[config.mk]
export PLATFORM = sky130hd
export DESIGN_NAME = efe_outq_flat
export DESIGN_NICKNAME = d
export VERILOG_FILES = /design/src/design/efe_pkg.sv /design/src/design/efe_stream_if.sv /design/src/design/efe_outq.sv /design/src/flat_wrapper.sv
export SDC_FILE = /design/constraint.sdc
export NUM_CORES = 1
export LEC_CHECK = 0
export ABC_CLOCK_PERIOD_IN_PS = 5200
export BUFFER_PORTS_ARGS = -buffer_cell sky130_fd_sc_hd__clkbuf_2
export CORE_AREA = 8 8 151 153
export CTS_CLUSTER_DIAMETER = 40
export DETAILED_ROUTE_END_ITERATION = 12
export DIE_AREA = 0 0 159 161
export MAX_ROUTING_LAYER = met4
export PLACE_DENSITY_LB_ADDON = 0.12
export SLEW_MARGIN = 10
export SYNTH_ARGS = -nofsm -noshare
export SYNTH_HDL_FRONTEND = slang
export SYNTH_SLANG_ARGS = --single-unit
[constraint.sdc]
create_clock -name clk_i -period 5.2 [get_ports clk_i]
set_input_delay 0.52 -clock clk_i [delete_from_list [all_inputs] [get_ports clk_i]]
set_output_delay 0.52 -clock clk_i [all_outputs]
set_load 0.01 [all_outputs]
[src/design/efe_pkg.sv]
// Shared constants, payload types and helper functions for the Elias-Fano stream encoder.
// No dependencies; compile first.
`default_nettype none

package efe_pkg;

  localparam int unsigned VALUE_BITS_DEF     = 64;
  localparam int unsigned MAX_LOWER_BITS_DEF = 56;
  localparam int unsigned COUNT_BITS_DEF     = 32;

  localparam int unsigned WORD_W        = 64;
  localparam int unsigned ZW_W          = 27;
  localparam int unsigned BYTES_W       = 4;
  localparam int unsigned LW_W          = 6;
  localparam int unsigned IDX_W         = 28;
  localparam int unsigned CFG_IDX_W     = 2;
  localparam int unsigned MAX_RES       = 4;
  localparam int unsigned PUSH_N_W      = $clog2(MAX_RES + 1);
  localparam int unsigned OQ_DEPTH      = 8;
  localparam int unsigned OQ_AW         = $clog2(OQ_DEPTH);
  localparam int unsigned DERIVE_CYCLES = 3;
  localparam int unsigned BUSY_W        = $clog2(DERIVE_CYCLES + 1);

  localparam logic [CFG_IDX_W-1:0] REG_BASE  = 2'd0;
  localparam logic [CFG_IDX_W-1:0] REG_TOP   = 2'd1;
  localparam logic [CFG_IDX_W-1:0] REG_COUNT = 2'd2;

  localparam logic STREAM_LOWER = 1'b0;
  localparam logic STREAM_UPPER = 1'b1;

  localparam logic [ZW_W-1:0]    ZW_MAX     = '1;
  localparam logic [BYTES_W-1:0] BYTES_FULL = 4'd8;

  typedef struct packed {
    logic [WORD_W-1:0] value;
  } in_t;

  typedef struct packed {
    logic               stream;
    logic [WORD_W-1:0]  word;
    logic [ZW_W-1:0]    zero_words;
    logic [BYTES_W-1:0] bytes_in_last;
    logic               error;
    logic               end_res;
  } res_t;

  typedef struct packed {
    logic [PUSH_N_W-1:0]     n;
    res_t [MAX_RES-1:0]      item;
  } push_t;

  function automatic logic [LW_W-1:0] flog2(input logic [WORD_W-1:0] x);
    logic [LW_W-1:0] r;
    r = '0;
    for (int i = 1; i < WORD_W; i++) begin
      if (x[i]) r = LW_W'(i);
    end
    return r;
  endfunction

  function automatic logic [ZW_W-1:0] sat_zw(input logic [WORD_W-1:0] z);
    return (z > WORD_W'(ZW_MAX)) ? ZW_MAX : z[ZW_W-1:0];
  endfunction

endpackage

`default_nettype wire

[src/design/efe_stream_if.sv]
// Valid/ready channel carrying one payload of type T per transaction.
// No dependencies.
`default_nettype none

interface efe_stream_if #(
  parameter type T = logic
) ();
  logic valid;
  logic ready;
  T     data;

  modport source (output valid, output data, input ready);
  modport sink   (input valid, input data, output ready);
endinterface

`default_nettype wire

[src/design/efe_outq.sv]
// Result queue: takes up to four results per cycle, hands out one per transaction.
// Depends on efe_pkg and efe_stream_if.
`default_nettype none

module efe_outq (
  input  wire logic           clk_i,
  input  wire logic           rst_ni,
  input  wire efe_pkg::push_t push_i,
  output logic                room_o,
  efe_stream_if.source        out_o
);
  import efe_pkg::*;

  res_t             mem [OQ_DEPTH];
  logic [OQ_AW-1:0] wr_ptr_q, rd_ptr_q;
  logic [OQ_AW:0]   level_q;
  logic             pop;

  assign out_o.valid = (level_q != '0);
  assign out_o.data  = mem[rd_ptr_q];
  assign pop         = out_o.valid && out_o.ready;
  assign room_o      = (level_q <= (OQ_AW + 1)'(OQ_DEPTH - MAX_RES));

  always_ff @(posedge clk_i) begin
    for (int i = 0; i < OQ_DEPTH; i++) begin
      for (int k = 0; k < MAX_RES; k++) begin
        if (PUSH_N_W'(k) < push_i.n && OQ_AW'(wr_ptr_q + OQ_AW'(k)) == OQ_AW'(i)) begin
          mem[i] <= push_i.item[k];
        end
      end
    end
  end

  always_ff @(posedge clk_i or negedge rst_ni) begin
    if (!rst_ni) begin
      wr_ptr_q <= '0;
      rd_ptr_q <= '0;
      level_q  <= '0;
    end else begin
      wr_ptr_q <= wr_ptr_q + OQ_AW'(push_i.n);
      if (pop) rd_ptr_q <= rd_ptr_q + OQ_AW'(1);
      level_q  <= level_q + (OQ_AW + 1)'(push_i.n) - (OQ_AW + 1)'(pop);
    end
  end

endmodule

`default_nettype wire

[src/flat_wrapper.sv]
// flat-port wrapper written by rule: the top's interface ports become plain ports
module efe_outq_flat import efe_pkg::*;
  (clk_i, rst_ni, push_i, room_o, out_o_valid, out_o_data, out_o_ready);
  efe_stream_if out_o_i ();
  input  wire logic clk_i;
  input  wire logic rst_ni;
  input  wire efe_pkg::push_t push_i;
  output logic room_o;
  output wire logic [$bits(out_o_i.valid)-1:0] out_o_valid;
  output wire logic [$bits(out_o_i.data)-1:0] out_o_data;
  input wire logic [$bits(out_o_i.ready)-1:0] out_o_ready;
  assign out_o_valid = out_o_i.valid;
  assign out_o_data = out_o_i.data;
  assign out_o_i.ready = out_o_ready;
  efe_outq u_core (.clk_i(clk_i), .rst_ni(rst_ni), .push_i(push_i), .room_o(room_o), .out_o(out_o_i));
endmodule
==> impl_metrics.yaml <==
timing:
  finalSetupViolCount: 0
  finalCriticalPeriod_ps: 2550
  timing.final.crit_share_pct: 49.0
  fin_worst_skew_ps: 5.21
  worst_slew_pin_slew_ps: 479
  fmax_mhz: 392
  maxSlewViolCount: 0
  layout_setup_ws_ps: 2650
  tns_ps: 0
  grt_setup_unrepaired: "false"
  slew_headroom_pct: 67.8
  hold_viol: 0
synthesis:
  synth_edf_count: 8
  ys_seq_area_share_pct: 28.4
  synth_ff_type: "dfrtp_1"
  netlist_area_um2: 1720
  yosysTopAreaCellShare_pct: 14.5
  synth_commonest_cells: "18 x inv_1, 15 x o21ai_0, 12 x nand2_1"
  syn-num-nets: 598
  synthMostInstantiatedCell: "inv_1"
  netlist-cell-type-count: 60
  syn_area_per_cell_um2: 9.17
  synthArstFlopShare_pct: 55.6
  synth_area_leaders: "dfrtp_1 15%, edfxtp_1 14%, ha_1 7.3%"
  yosys.area.top_type: "dfrtp_1"
  ys_ff_latch: 18
  synthCells: 188
  yosysWarnings: 0
drt:
  dr.pass1.iters: 4
  drc: 0
  postRouteAntennaNets: 0
  vias_per_cell: 3.05
  drtIter0Drc: 105
  drt-total-wl_mm: 5.41
  wl_per_cell_um: 11.5
  vias: 1435
placed_design:
  port_buffers: 12
  place.gp.congestion: 0.707
  dpl.hpwl_mm: 4.16
  post-place-ws_ps: 2700
power_and_ir_drop:
  ir_drop_uv: 96.8
  p_leak_uw: 0.000774
  powerDensity_nw_per_um2: 594
critical_path:
  end_kind: "flop"
  critPathMaxFanout: 38
  cp.required_ps: 5180
  rrSetupSlack_ps: 2650
  arrival_ps: 2530
  start_kind: "flop"
  critPathKind: "reg2reg"
die:
  die_w_um: 159
  io_pins: 401
  dieArea_um2: 25600
  num_rows: 53
  start_util_pct: 8.39
  die_y_um: 161
  core_um2: 20600
clock_network:
  ctsResizeCount: 0
  cts_setup_buffers: 0
  cts.path.max_buffers: 2
  tritoncts: "done"
  insertion_delay_ps: 250
  cts-buffers-inserted: 3
  clkSinkCount: 18
  root_buffer: "clkbuf_16"
  holdBufCountCts: 0
  h-tree-depth: 1
  clk_pin_slew_ps: 50
global_route:
  grt_pass1_vias: 1485
  grt_overflow: 0
  antenna_found_initial: 0
  grt_pass1_wl_mm: 8.86
  grt_usage_pct: 4.44
  grt_max_degree: 39
job:
  max_cap_viol_count: 0
min_path:
  min_path_type: "in2async"
final_layout:
  final_nets: 606
  area_growth_pct: 23.2
  drive_gt1_share_pct: 18.5
  antenna_cells: 0
status:
  status: "finished clean"
[state kept, by name, indices dropped and copies added (netlist names)]
signal and count:
u_core.rd_ptr_q 3, u_core.level_q 4, u_core.wr_ptr_q 3, u_core.mem 8
[power breakdown]
| part | switching [µW] | internal [µW] |
|---|---|---|
| combinational | 475 | 322 |
| sequential | 42.1 | 255 |
| clock | 51.9 | 117 |
| total | 569 | 694 |
[worst paths after layout]
check / startpoint / endpoint / depth (start not counted)
max reg2reg: u_core.wr_ptr_q[1]$_DFF_PN0_ / u_core.mem[1][0]$_DFFE_PP_ / 8
max in group asynchronous: rst_ni / u_core.rd_ptr_q[2]$_DFFE_PN0P_ / 1
min: rst_ni / u_core.wr_ptr_q[2]$_DFF_PN0_ / 1
max: u_core.wr_ptr_q[1]$_DFF_PN0_ / u_core.mem[1][0]$_DFFE_PP_ / 8
min reg2reg: u_core.rd_ptr_q[2]$_DFFE_PN0P_ / u_core.rd_ptr_q[2]$_DFFE_PN0P_ / 1
min in group clk_i: u_core.rd_ptr_q[2]$_DFFE_PN0P_ / u_core.rd_ptr_q[2]$_DFFE_PN0P_ / 1
[cell type report]
type | count | area [µm²]
Sequential cell | 18 | 490
Clock buffer | 4 | 88.8
Fill cell | 2403 | 18400
Multi-Input combinational cell | 138 | 1040
Timing Repair Buffer | 15 | 82.6
Inverter | 20 | 75.1
Tap cell | 275 | 344
[cells by family after synthesis]
kind of cell	after synthesis	share of synthesized area, %
compound gates	65	26.3
simple gates	46	14.8
xor+xnor	7	3.56
buf+inv	32	11.0
fa+ha+maj	12	9.58
mux	8	6.31
flops	18	28.4
[per-layer routing]
metal / global-route usage, % / vias to the layer above / wire length, µm
met1: 5.93 / 707 / 2750
met4: 1.42 / 0 / 57
li1: - / 709 / -
met3: 0.534 / 2 / 72
met2: 6.90 / 17 / 2530
met5: - / - / 0
[placed cells by master (no fill, tap or decap), types with 4 or more instances in the layout]
cell type and n:
edfxtp_1 8, clkbuf_2 12, a21oi_1 9, o21ai_0 15, xnor2_1 6, nand2_1 12
nor3_1 4, nor2_1 10, dfrtp_1 10, inv_1 18, ha_1 10, o31ai_1 5
a31oi_1 9
[through the flow]
step	power [µW]	util, %	std cells	area (µm²)	hold slack (ps)
floorplan	927	-	188	1720	224
global placement	1150	9.90	466	2040	420
detailed placement	1110	9.90	466	2040	412
CTS	1290	10.3	470	2120	142
global route	1400	10.3	470	2120	147
finish	1260	10.3	470	2120	137
[critical path, cell delays in order (launching register included)]
cell and delay [ps]:
dfrtp_1 360, buf_4 240, nand2_1 190, inv_1 90
ha_1 340, o21ai_0 200, o21ai_0 310, a32oi_1 160
a311o_1 390
Note: power is estimated with default switching activity, not from simulation.
