File: config.mk
export PLATFORM = sky130hd
export DESIGN_NAME = efe_cfg
export DESIGN_NICKNAME = d
export VERILOG_FILES = /design/src/design/efe_pkg.sv /design/src/design/efe_cfg.sv
export SDC_FILE = /design/constraint.sdc
export NUM_CORES = 1
export LEC_CHECK = 0
export BUFFER_PORTS_ARGS = -buffer_cell sky130_fd_sc_hd__buf_4
export CAP_MARGIN = 10
export CORE_UTILIZATION = 55
export CTS_BUF_LIST = sky130_fd_sc_hd__clkbuf_8
export CTS_CLUSTER_SIZE = 40
export DETAILED_ROUTE_END_ITERATION = 8
export PLACE_DENSITY = 0.88
export SYNTH_ARGS = -nofsm -noshare
export SYNTH_HDL_FRONTEND = slang
export SYNTH_SLANG_ARGS = --single-unit
File: constraint.sdc
create_clock -name clk_i -period 5.8 [get_ports clk_i]
set_input_delay 0.58 -clock clk_i [delete_from_list [all_inputs] [get_ports clk_i]]
set_output_delay 0.58 -clock clk_i [all_outputs]
set_load 0.03 [all_outputs]
File: src/design/efe_pkg.sv
// Shared constants, payload types and helper functions for the Elias-Fano stream encoder.
// No dependencies; compile first.
`default_nettype none

package efe_pkg;

  localparam int unsigned VALUE_BITS_DEF     = 64;
  localparam int unsigned MAX_LOWER_BITS_DEF = 56;
  localparam int unsigned COUNT_BITS_DEF     = 32;

  localparam int unsigned WORD_W        = 64;
  localparam int unsigned ZW_W          = 27;
  localparam int unsigned BYTES_W       = 4;
  localparam int unsigned LW_W          = 6;
  localparam int unsigned IDX_W         = 28;
  localparam int unsigned CFG_IDX_W     = 2;
  localparam int unsigned MAX_RES       = 4;
  localparam int unsigned PUSH_N_W      = $clog2(MAX_RES + 1);
  localparam int unsigned OQ_DEPTH      = 8;
  localparam int unsigned OQ_AW         = $clog2(OQ_DEPTH);
  localparam int unsigned DERIVE_CYCLES = 3;
  localparam int unsigned BUSY_W        = $clog2(DERIVE_CYCLES + 1);

  localparam logic [CFG_IDX_W-1:0] REG_BASE  = 2'd0;
  localparam logic [CFG_IDX_W-1:0] REG_TOP   = 2'd1;
  localparam logic [CFG_IDX_W-1:0] REG_COUNT = 2'd2;

  localparam logic STREAM_LOWER = 1'b0;
  localparam logic STREAM_UPPER = 1'b1;

  localparam logic [ZW_W-1:0]    ZW_MAX     = '1;
  localparam logic [BYTES_W-1:0] BYTES_FULL = 4'd8;

  typedef struct packed {
    logic [WORD_W-1:0] value;
  } in_t;

  typedef struct packed {
    logic               stream;
    logic [WORD_W-1:0]  word;
    logic [ZW_W-1:0]    zero_words;
    logic [BYTES_W-1:0] bytes_in_last;
    logic               error;
    logic               end_res;
  } res_t;

  typedef struct packed {
    logic [PUSH_N_W-1:0]     n;
    res_t [MAX_RES-1:0]      item;
  } push_t;

  function automatic logic [LW_W-1:0] flog2(input logic [WORD_W-1:0] x);
    logic [LW_W-1:0] r;
    r = '0;
    for (int i = 1; i < WORD_W; i++) begin
      if (x[i]) r = LW_W'(i);
    end
    return r;
  endfunction

  function automatic logic [ZW_W-1:0] sat_zw(input logic [WORD_W-1:0] z);
    return (z > WORD_W'(ZW_MAX)) ? ZW_MAX : z[ZW_W-1:0];
  endfunction

endpackage

`default_nettype wire

File: src/design/efe_cfg.sv
// Configuration registers and derived encoding geometry (lower width, bitmap length).
// Depends on efe_pkg.
`default_nettype none

module efe_cfg #(
  parameter int unsigned VALUE_BITS     = efe_pkg::VALUE_BITS_DEF,
  parameter int unsigned MAX_LOWER_BITS = efe_pkg::MAX_LOWER_BITS_DEF,
  parameter int unsigned COUNT_BITS     = efe_pkg::COUNT_BITS_DEF
) (
  input  wire logic                           clk_i,
  input  wire logic                           rst_ni,
  input  wire logic                           cfg_we_i,
  input  wire logic [efe_pkg::CFG_IDX_W-1:0]  cfg_idx_i,
  input  wire logic [efe_pkg::WORD_W-1:0]     cfg_wdata_i,
  output logic      [VALUE_BITS-1:0]          base_o,
  output logic      [VALUE_BITS-1:0]          top_o,
  output logic      [COUNT_BITS-1:0]          count_o,
  output logic      [efe_pkg::LW_W-1:0]       lw_o,
  output logic      [efe_pkg::WORD_W-1:0]     ub_m1_o,
  output logic                                ready_o
);
  import efe_pkg::*;

  logic [VALUE_BITS-1:0] base_q, top_q, range_q;
  logic [COUNT_BITS-1:0] count_q;
  logic [LW_W-1:0]       flr_q, flc_q, lw_q, lw_d, cand;
  logic [WORD_W-1:0]     ub_m1_q, shr;
  logic [BUSY_W-1:0]     busy_q;

  always_ff @(posedge clk_i or negedge rst_ni) begin
    if (!rst_ni) begin
      base_q  <= '0;
      top_q   <= '0;
      count_q <= '0;
      busy_q  <= BUSY_W'(DERIVE_CYCLES);
    end else begin
      if (cfg_we_i) begin
        busy_q <= BUSY_W'(DERIVE_CYCLES);
        case (cfg_idx_i)
          REG_BASE:  base_q  <= cfg_wdata_i[VALUE_BITS-1:0];
          REG_TOP:   top_q   <= cfg_wdata_i[VALUE_BITS-1:0];
          REG_COUNT: count_q <= cfg_wdata_i[COUNT_BITS-1:0];
          default:   ;
        endcase
      end else if (busy_q != '0) begin
        busy_q <= busy_q - BUSY_W'(1);
      end
    end
  end

  // L = floor(log2(range / count)), capped at MAX_LOWER_BITS, found from the leading-one positions
  always_comb begin
    cand = flr_q - flc_q;
    shr  = WORD_W'(range_q) >> cand;
    if (count_q == '0 || WORD_W'(range_q) < WORD_W'(count_q)) begin
      lw_d = '0;
    end else begin
      lw_d = (WORD_W'(count_q) > shr) ? cand - LW_W'(1) : cand;
      if (lw_d > LW_W'(MAX_LOWER_BITS)) lw_d = LW_W'(MAX_LOWER_BITS);
    end
  end

  always_ff @(posedge clk_i) begin
    range_q <= top_q - base_q;
    flr_q   <= flog2(WORD_W'(top_q - base_q));
    flc_q   <= flog2(WORD_W'(count_q));
    lw_q    <= lw_d;
    ub_m1_q <= (WORD_W'(range_q) >> lw_q) + WORD_W'(count_q) - WORD_W'(1);
  end

  assign base_o  = base_q;
  assign top_o   = top_q;
  assign count_o = count_q;
  assign lw_o    = lw_q;
  assign ub_m1_o = ub_m1_q;
  assign ready_o = (busy_q == '0);

endmodule

`default_nettype wire

==> metrics.md, run 1 <==
| Metric | Value |
|---|---|
| Status | completed |
| Crit-path leading delay family | simple AND/OR/NAND/NOR gates |
| Yosys warns | 0 |
| Crit path time final | roughly 5.6 ns |
| Worst stage delay on the critical path | 0.48 ns |
| Ys async rst share | 52.8% |
| Critical path fanouts, max | 17 |
| TritonCTS clock tree | done |
| Period utilization | between 90% and 100% |
| Hold crit path type | in2async |
| Setup tns final | 0 ns |
| Largest net degree at the start of global routing | about 130 |
| Die W | 226 µm |
| Avg WL per Cell | roughly 21 µm |
| GR Util All Layers | a little over a third |
| Final GP Congestion | roughly 1.1 |
| First-pass GRT wire length | 145000 µm |
| Syn_nets | about 3700 |
| Initial antenna violation count | 0 |
| Synthesized flop and latch total | 307 |
| Height of the chip | approximately 230 µm |
| Dominant synthesized flop cell | dfrtp_1 |
| Slew margin rel. | 34.3% |
| Gr ovfl total | 0 |
| Post-synth EDFFs | 0 |
| H-tree levels | 2 |
| 1st-iter DRT viols | 2717 |
| DP Area | 0.0319 mm² |
| Multi-input combinational cell area | between 0.015 and 0.02 mm² |
| Netlist cell types | 98 |
| Reg area | ~0.0070 mm² |
| Final instance area | roughly 0.033 mm² |
| DRC errors left | 0 |
| Vias in the first global route | between 20000 and 30000 |
| Most used cell, CP | buf_4 |
| PortBufs | 299 |
| Clock sink total | slightly above 300 |
| Ant. Diodes | 0 |
| Critical Path RT | 6.42 ns |
| CTS Buf Count | slightly above 50 |
| Die ar. | 0.0510 mm² |
| DR vias | approximately 28000 |
| Hold buffer count at CTS | 0 |
| Synth Instances | around 3400 |
| CTS root buf | clkbuf_8 |
| F_max | between 150 and 200 MHz |
| Share of cells above drive strength 1 | a little under a quarter |
| Yosys top cell area share | roughly 15% |
| Clk pin slew, worst setup/hold paths | roughly 0.07 ns |
| # rows | 81 |
| Crit path kind | reg2reg |
| Worst Tran Pin Value | a little under 1 ns |
| Drt first pass iters | 8 |
| Worst clock skew | about 0.035 ns |
| Initial core utilization | 56.1% |
| Ranking of synthesized cells by area | dfrtp_1 (15%), dfxtp_1 (11%), ha_1 (10%) |
| Core box area | between 0.04 and 0.05 mm² |
| Leading cell type in the layout, fill and taps excluded | buf_4 |
| IO Count | 300 |
| Hold Slack | 0.0599 ns |
| Vias per cell | ~6.3 |
| Setup crit start kind | flip-flop |
| DRT Wirelength | about 95000 µm |
| RSZ-0062 raised after global routing | yes |
| Most frequent cells in the layout | buf_4 (506), nand2_1 (397), inv_1 (283), o21ai_0 (274), a21oi_1 (231) |
| Maxcap violations | 0 |
| Final Hold Viols | 0 |
| Avg Cell Area, Syn | about 8.2 µm² |
| Skew-Pair Late Insertion Delay | about 0.68 ns |
| CP max-delay cell | or4b_1 |
| Placed wire-length estimate | between 70000 and 80000 µm |
| Post-Synthesis Cell Area | around 0.028 mm² |
| Area growth syn-to-layout | 20.5% |
| Critical path buffers and inverters | 6 |
| Layout Nets | ~4000 |
| Clk buf depth | 3 |
| Worst EP arrival | approximately 6.2 ns |
| Seq/Total Area, Yosys | between 20% and 30% |
| Yosys top cell by area | dfrtp_1 |
| Kind of end point of the critical path | flip-flop |
| Pins Over Slew Limit | 0 |
| DRT antenna net count | 0 |
| Layout Utilization | 67.6% |
| Final setup viols | 0 |
| Fill count | between 3000 and 4000 |
[metal layers]
layer | vias to the layer above | global-route usage, % | share of wire [%]
met1 | 13300 | 46.6 | 39
li1 | 12900 | - | -
met3 | 312 | 6.17 | 9.5
met5 | - | 0 | 0
met2 | 1565 | 59.3 | 46
met4 | 0 | 18.5 | 5.4
[cells in the mapped netlist (all sizes together), types with 10 or more instances]
master,instances
nand2,398
o21ai,295
inv,274
a21oi,239
nor2,232
ha,228
dfrtp,160
dfxtp,145
mux2i,134
clkbuf,119
mux2,116
mux4,81
xnor2,81
nand3,71
a21o,70
a211oi,56
nor3,56
nand2b,54
buf,48
nor2b,48
o21a,36
nor4,34
nand4,30
xor2,30
a31oi,27
o211ai,26
and3,22
or2,21
and2,20
o31ai,16
a21boi,14
o21bai,13
or3,13
o311ai,10
[worst reg2reg max path: stages (launching register included)]
cell	delay, ns
dfxtp_4	0.39
buf_12	0.17
clkinvlp_4	0.17
buf_4	0.20
mux2i_2	0.26
mux2i_1	0.14
buf_4	0.18
nor2_1	0.13
nand2_1	0.07
o21ai_0	0.19
mux2i_1	0.19
ha_1	0.32
inv_1	0.04
ha_1	0.20
a21oi_1	0.17
nor2b_1	0.07
or4_1	0.46
nor2b_1	0.37
o31ai_4	0.12
o21ai_1	0.13
buf_4	0.14
a21oi_2	0.06
o311a_1	0.34
o211ai_1	0.31
a21boi_2	0.12
or4b_1	0.48
nand4_1	0.08
[cell families (layout without fill, tap and decap cells)]
group / count (synthesis) / after routing / synth area share [%]
DFF: 307 / 307 / 25.2
adders and majority gates: 231 / 231 / 10.6
AOI/OAI and AO/OA: 903 / 903 / 20.5
muxes: 331 / 331 / 16.2
buffers and inverters: 442 / 893 / 6.15
and+or+nand+nor: 1043 / 1043 / 17.8
xor gates and xnor gates: 111 / 111 / 3.53
[state kept, by name (all words and copies together) (netlist names)]
signal	flops
base_o	64
range_q	64
top_o	64
ub_m1_o	64
count_o	32
flr_q	6
lw_o	6
flc_q	5
busy_q	2
[area by class of cell]
class                           count  area share, %
Clock buffer                       67           2.78
Clock inverter                     27          0.591
Inverter                          275           3.12
Multi-Input combinational cell   2619           57.5
Sequential cell                   307           21.0
Tap cell                          664           2.50
Timing Repair Buffer              524           12.5
[worst paths after layout]
kind                                 start     endpoint  slack [ns]  depth (start not counted)
max                                lw_o[0]  ub_m1_o[61]        0.22                         26
min                                 rst_ni    top_o[42]        0.06                          1
max reg2reg                        lw_o[0]  ub_m1_o[61]        0.22                         26
min reg2reg                      top_o[54]    top_o[54]        0.55                          1
max in group asynchronous           rst_ni    base_o[0]        4.41                          2
min in group clk_i         cfg_wdata_i[36]   base_o[36]        0.13                          3
[metrics by stage]
step           setup WS (ns)  cells
5_1_grt              -0.0866   4483
3_5_place_dp         -0.0693   4378
2_1_floorplan        0.00477   3368
3_3_place_gp         -0.0473   4378
4_1_cts               0.0239   4472
6_report               0.216   4483
[timing repair]
action,in CTS,in global routing
endpoints found under the setup margin,3,26
buffers inserted,0,11
pin swaps,0,7
resized for setup,5,34
Power of run 1 is left out: the tool's default activity adds up to more than one toggle a clock period on the data nets, which glitch-free logic cannot reach.
==> run 2: changes to the inputs <==
- CORE_UTILIZATION: 55 -> 56
- PLACE_DENSITY: 0.88 -> 0.9
- RECOVER_POWER: default -> 25
==> metrics.md, run 2 (synthesized netlist as in run 1, its figures left out) <==
| Metric | Value |
|---|---|
| Setup tns final | 0 ns (unchanged) |
| Clk buf depth | 3 (unchanged) |
| CTS Buf Count | 55 (was 51) |
| Avg WL per Cell | 20.6 µm (was 21.2 µm) |
| Clk pin slew, worst setup/hold paths | 0.07 ns (about the same) |
| Violated checks | capacitance limit, slew limit |
| Ant. Diodes | 0 (unchanged) |
| First-pass GRT wire length | 144000 µm (was 145000 µm) |
| GR Util All Layers | 36.1% (was 36.5%) |
| IO Count | 300 (unchanged) |
| Worst clock skew | 0.0541 ns (was 0.0350 ns) |
| Initial core utilization | 57.3% (was 56.1%) |
| Initial antenna violation count | 1 (was 0) |
| Status | finished, violations left (was completed) |
| F_max | 179 MHz (about the same) |
| Worst hold path startpoint | cfg_wdata_i[41] |
| Crit path time final | 5.58 ns (about the same) |
| Core box area | 0.0481 mm² (was 0.0492 mm²) |
| Area growth syn-to-layout | 21.2% (was 20.5%) |
| Kind of end point of the critical path | flip-flop (unchanged) |
| DRT Wirelength | 92900 µm (was 95200 µm) |
| Most used cell, CP | buf_4 (unchanged) |
| Final worst setup slack | 0.224 ns (was 0.216 ns) |
| Slew margin rel. | -236% (was 34.3%) |
| PortBufs | 299 (unchanged) |
| Final setup viols | 0 (unchanged) |
| CTS root buf | clkbuf_8 (unchanged) |
| Worst Tran Pin Value | 5.03 ns (was 0.985 ns) |
| H-tree levels | 2 (unchanged) |
| Hold crit path type | in2reg (was in2async) |
| Drt first pass iters | 6 (was 8) |
| Layout Nets | 4102 (was 4078) |
| Die ar. | 0.0501 mm² (was 0.0510 mm²) |
| Height of the chip | 224 µm (was 226 µm) |
| Period utilization | 96.1% (was 96.3%) |
| Worst stage delay on the critical path | 0.51 ns (was 0.48 ns) |
| DP Area | 0.0320 mm² (was 0.0319 mm²) |
| Pins Over Slew Limit | 277 (was 0) |
| Vias in the first global route | 27100 (was 26700) |
| CP max-delay cell | mux4_2 (was or4b_1) |
| Critical Path RT | 6.39 ns (was 6.42 ns) |
| Crit. Startpoint | lw_o[0] (unchanged) |
| Share of cells above drive strength 1 | 23.5% (was 23.4%) |
| Maxcap violations | 4 (was 0) |
| Critical path fanouts, max | 11 (was 17) |
| Die W | 224 µm (was 226 µm) |
| Placed wire-length estimate | 72000 µm (was 74600 µm) |
| 1st-iter DRT viols | 2883 (was 2717) |
| Clock sink total | 307 (unchanged) |
| DRC errors left | 0 (unchanged) |
| DR vias | 28300 (was 28100) |
| Final Hold Viols | 0 (unchanged) |
| Most frequent cells in the layout | buf_4 (523), nand2_1 (397), inv_1 (285), o21ai_0 (278), a21oi_1 (236) (was buf_4 (506), nand2_1 (397), inv_1 (283), o21ai_0 (274), a21oi_1 (231)) |
| Setup crit start kind | flip-flop (unchanged) |
| Worst EP arrival | 6.16 ns (was 6.20 ns) |
| Vias per cell | 6.28 (about the same) |
| Largest net degree at the start of global routing | 127 (unchanged) |
| TritonCTS clock tree | done (unchanged) |
| Final GP Congestion | 1.06 (was 1.05) |
| Critical path, cell by cell | buf_4 > mux4_2 > nand2_1 > nand2_1 > buf_4 > mux2i_1 > o21ai_0 > mux2i_2 > ha_1 > inv_1 > ha_1 > a21oi_1 > nor2b_1 > or4_4 > nor4b_4 > o31ai_2 > o21ai_1 > buf_4 > a21oi_1 > o311a_1 > o21ai_1 > a21oi_2 > or4b_1 > and3_1 |
| Gr ovfl total | 0 (unchanged) |
| Final instance area | 0.0334 mm² (was 0.0332 mm²) |
| Crit path kind | reg2reg (unchanged) |
| Worst reg2reg startpoint | lw_o[0] (unchanged) |
| Skew-Pair Late Insertion Delay | 0.72 ns (was 0.68 ns) |
| DRT antenna net count | 0 (unchanged) |
| # rows | 80 (was 81) |
| Leading cell type in the layout, fill and taps excluded | buf_4 (unchanged) |
| Pre-CTS setup slack | -0.262 ns (was -0.0693 ns) |
## run 2: cell count changes in the layout (fill, tap and decap cells not counted), moves of 5 or more
| cell | previous run | this run |
|---|---|---|
| a21oi_2 | 8 | 3 |
| a21oi_1 | 231 | 236 |
| buf_4 | 506 | 523 |
| bufinv_16 | 2 | 7 |
| clkbuf_1 | 0 | 6 |
| o21ai_1 | 21 | 16 |
## run 2: metrics by stage
step           cells  hold WS, ns  utilization (%)
4_1_cts         4494       0.0517             69.2
3_5_place_dp    4391        0.531             66.5
2_1_floorplan   3368        0.284                -
3_3_place_gp    4391        0.522             66.5
6_report        4503       0.0832             69.4
5_1_grt         4503       0.0788             69.4
## run 2: final cells by class
type | count | area, µm²
clock buffers | 63 | 867
clock inverters | 39 | 405
fillers | 3741 | 14700
inverters | 275 | 1030
multi-input cells | 2619 | 19100
flip-flops and latches | 307 | 6970
well taps | 656 | 821
repair buffers | 544 | 4220
## run 2: critical path, delay by kind of cell, from the launching register on
family,cells,cell delay (ns)
mux,3,0.97
flops,1,0.42
compound gates,8,1.43
buf+inv,4,0.48
fa+ha+maj,2,0.52
simple gates,7,1.64
## run 2: routing by layer
metal,GRT usage (%),vias to the layer above,routed length [µm]
li1,-,13000,-
met1,45.0,13400,36000
met2,59.3,1624,43100
met3,6.70,318,8840
met4,19.0,2,4990
met5,0,-,13
## run 2: worst paths after layout
kind	endpoint	slack, ns	cells after the start
worst max register to register	ub_m1_o[57]	0.22	24
worst min-delay path	base_o[41]	0.08	3
max in group asynchronous	top_o[3]	2.49	3
worst min register to register	top_o[55]	0.55	1
min in group asynchronous	top_o[41]	1.25	2
worst max-delay path	ub_m1_o[57]	0.22	24
## run 2: repair_timing
item	4_1_cts	5_1_grt
pin swaps	0	7
buffers inserted	0	9
gates cloned	0	0
endpoints found under the setup margin	7	33
endpoints found under the hold margin	49	0
hold buffers	1	0
resized for setup	2	33
Power of run 2 is left out for the same reason.
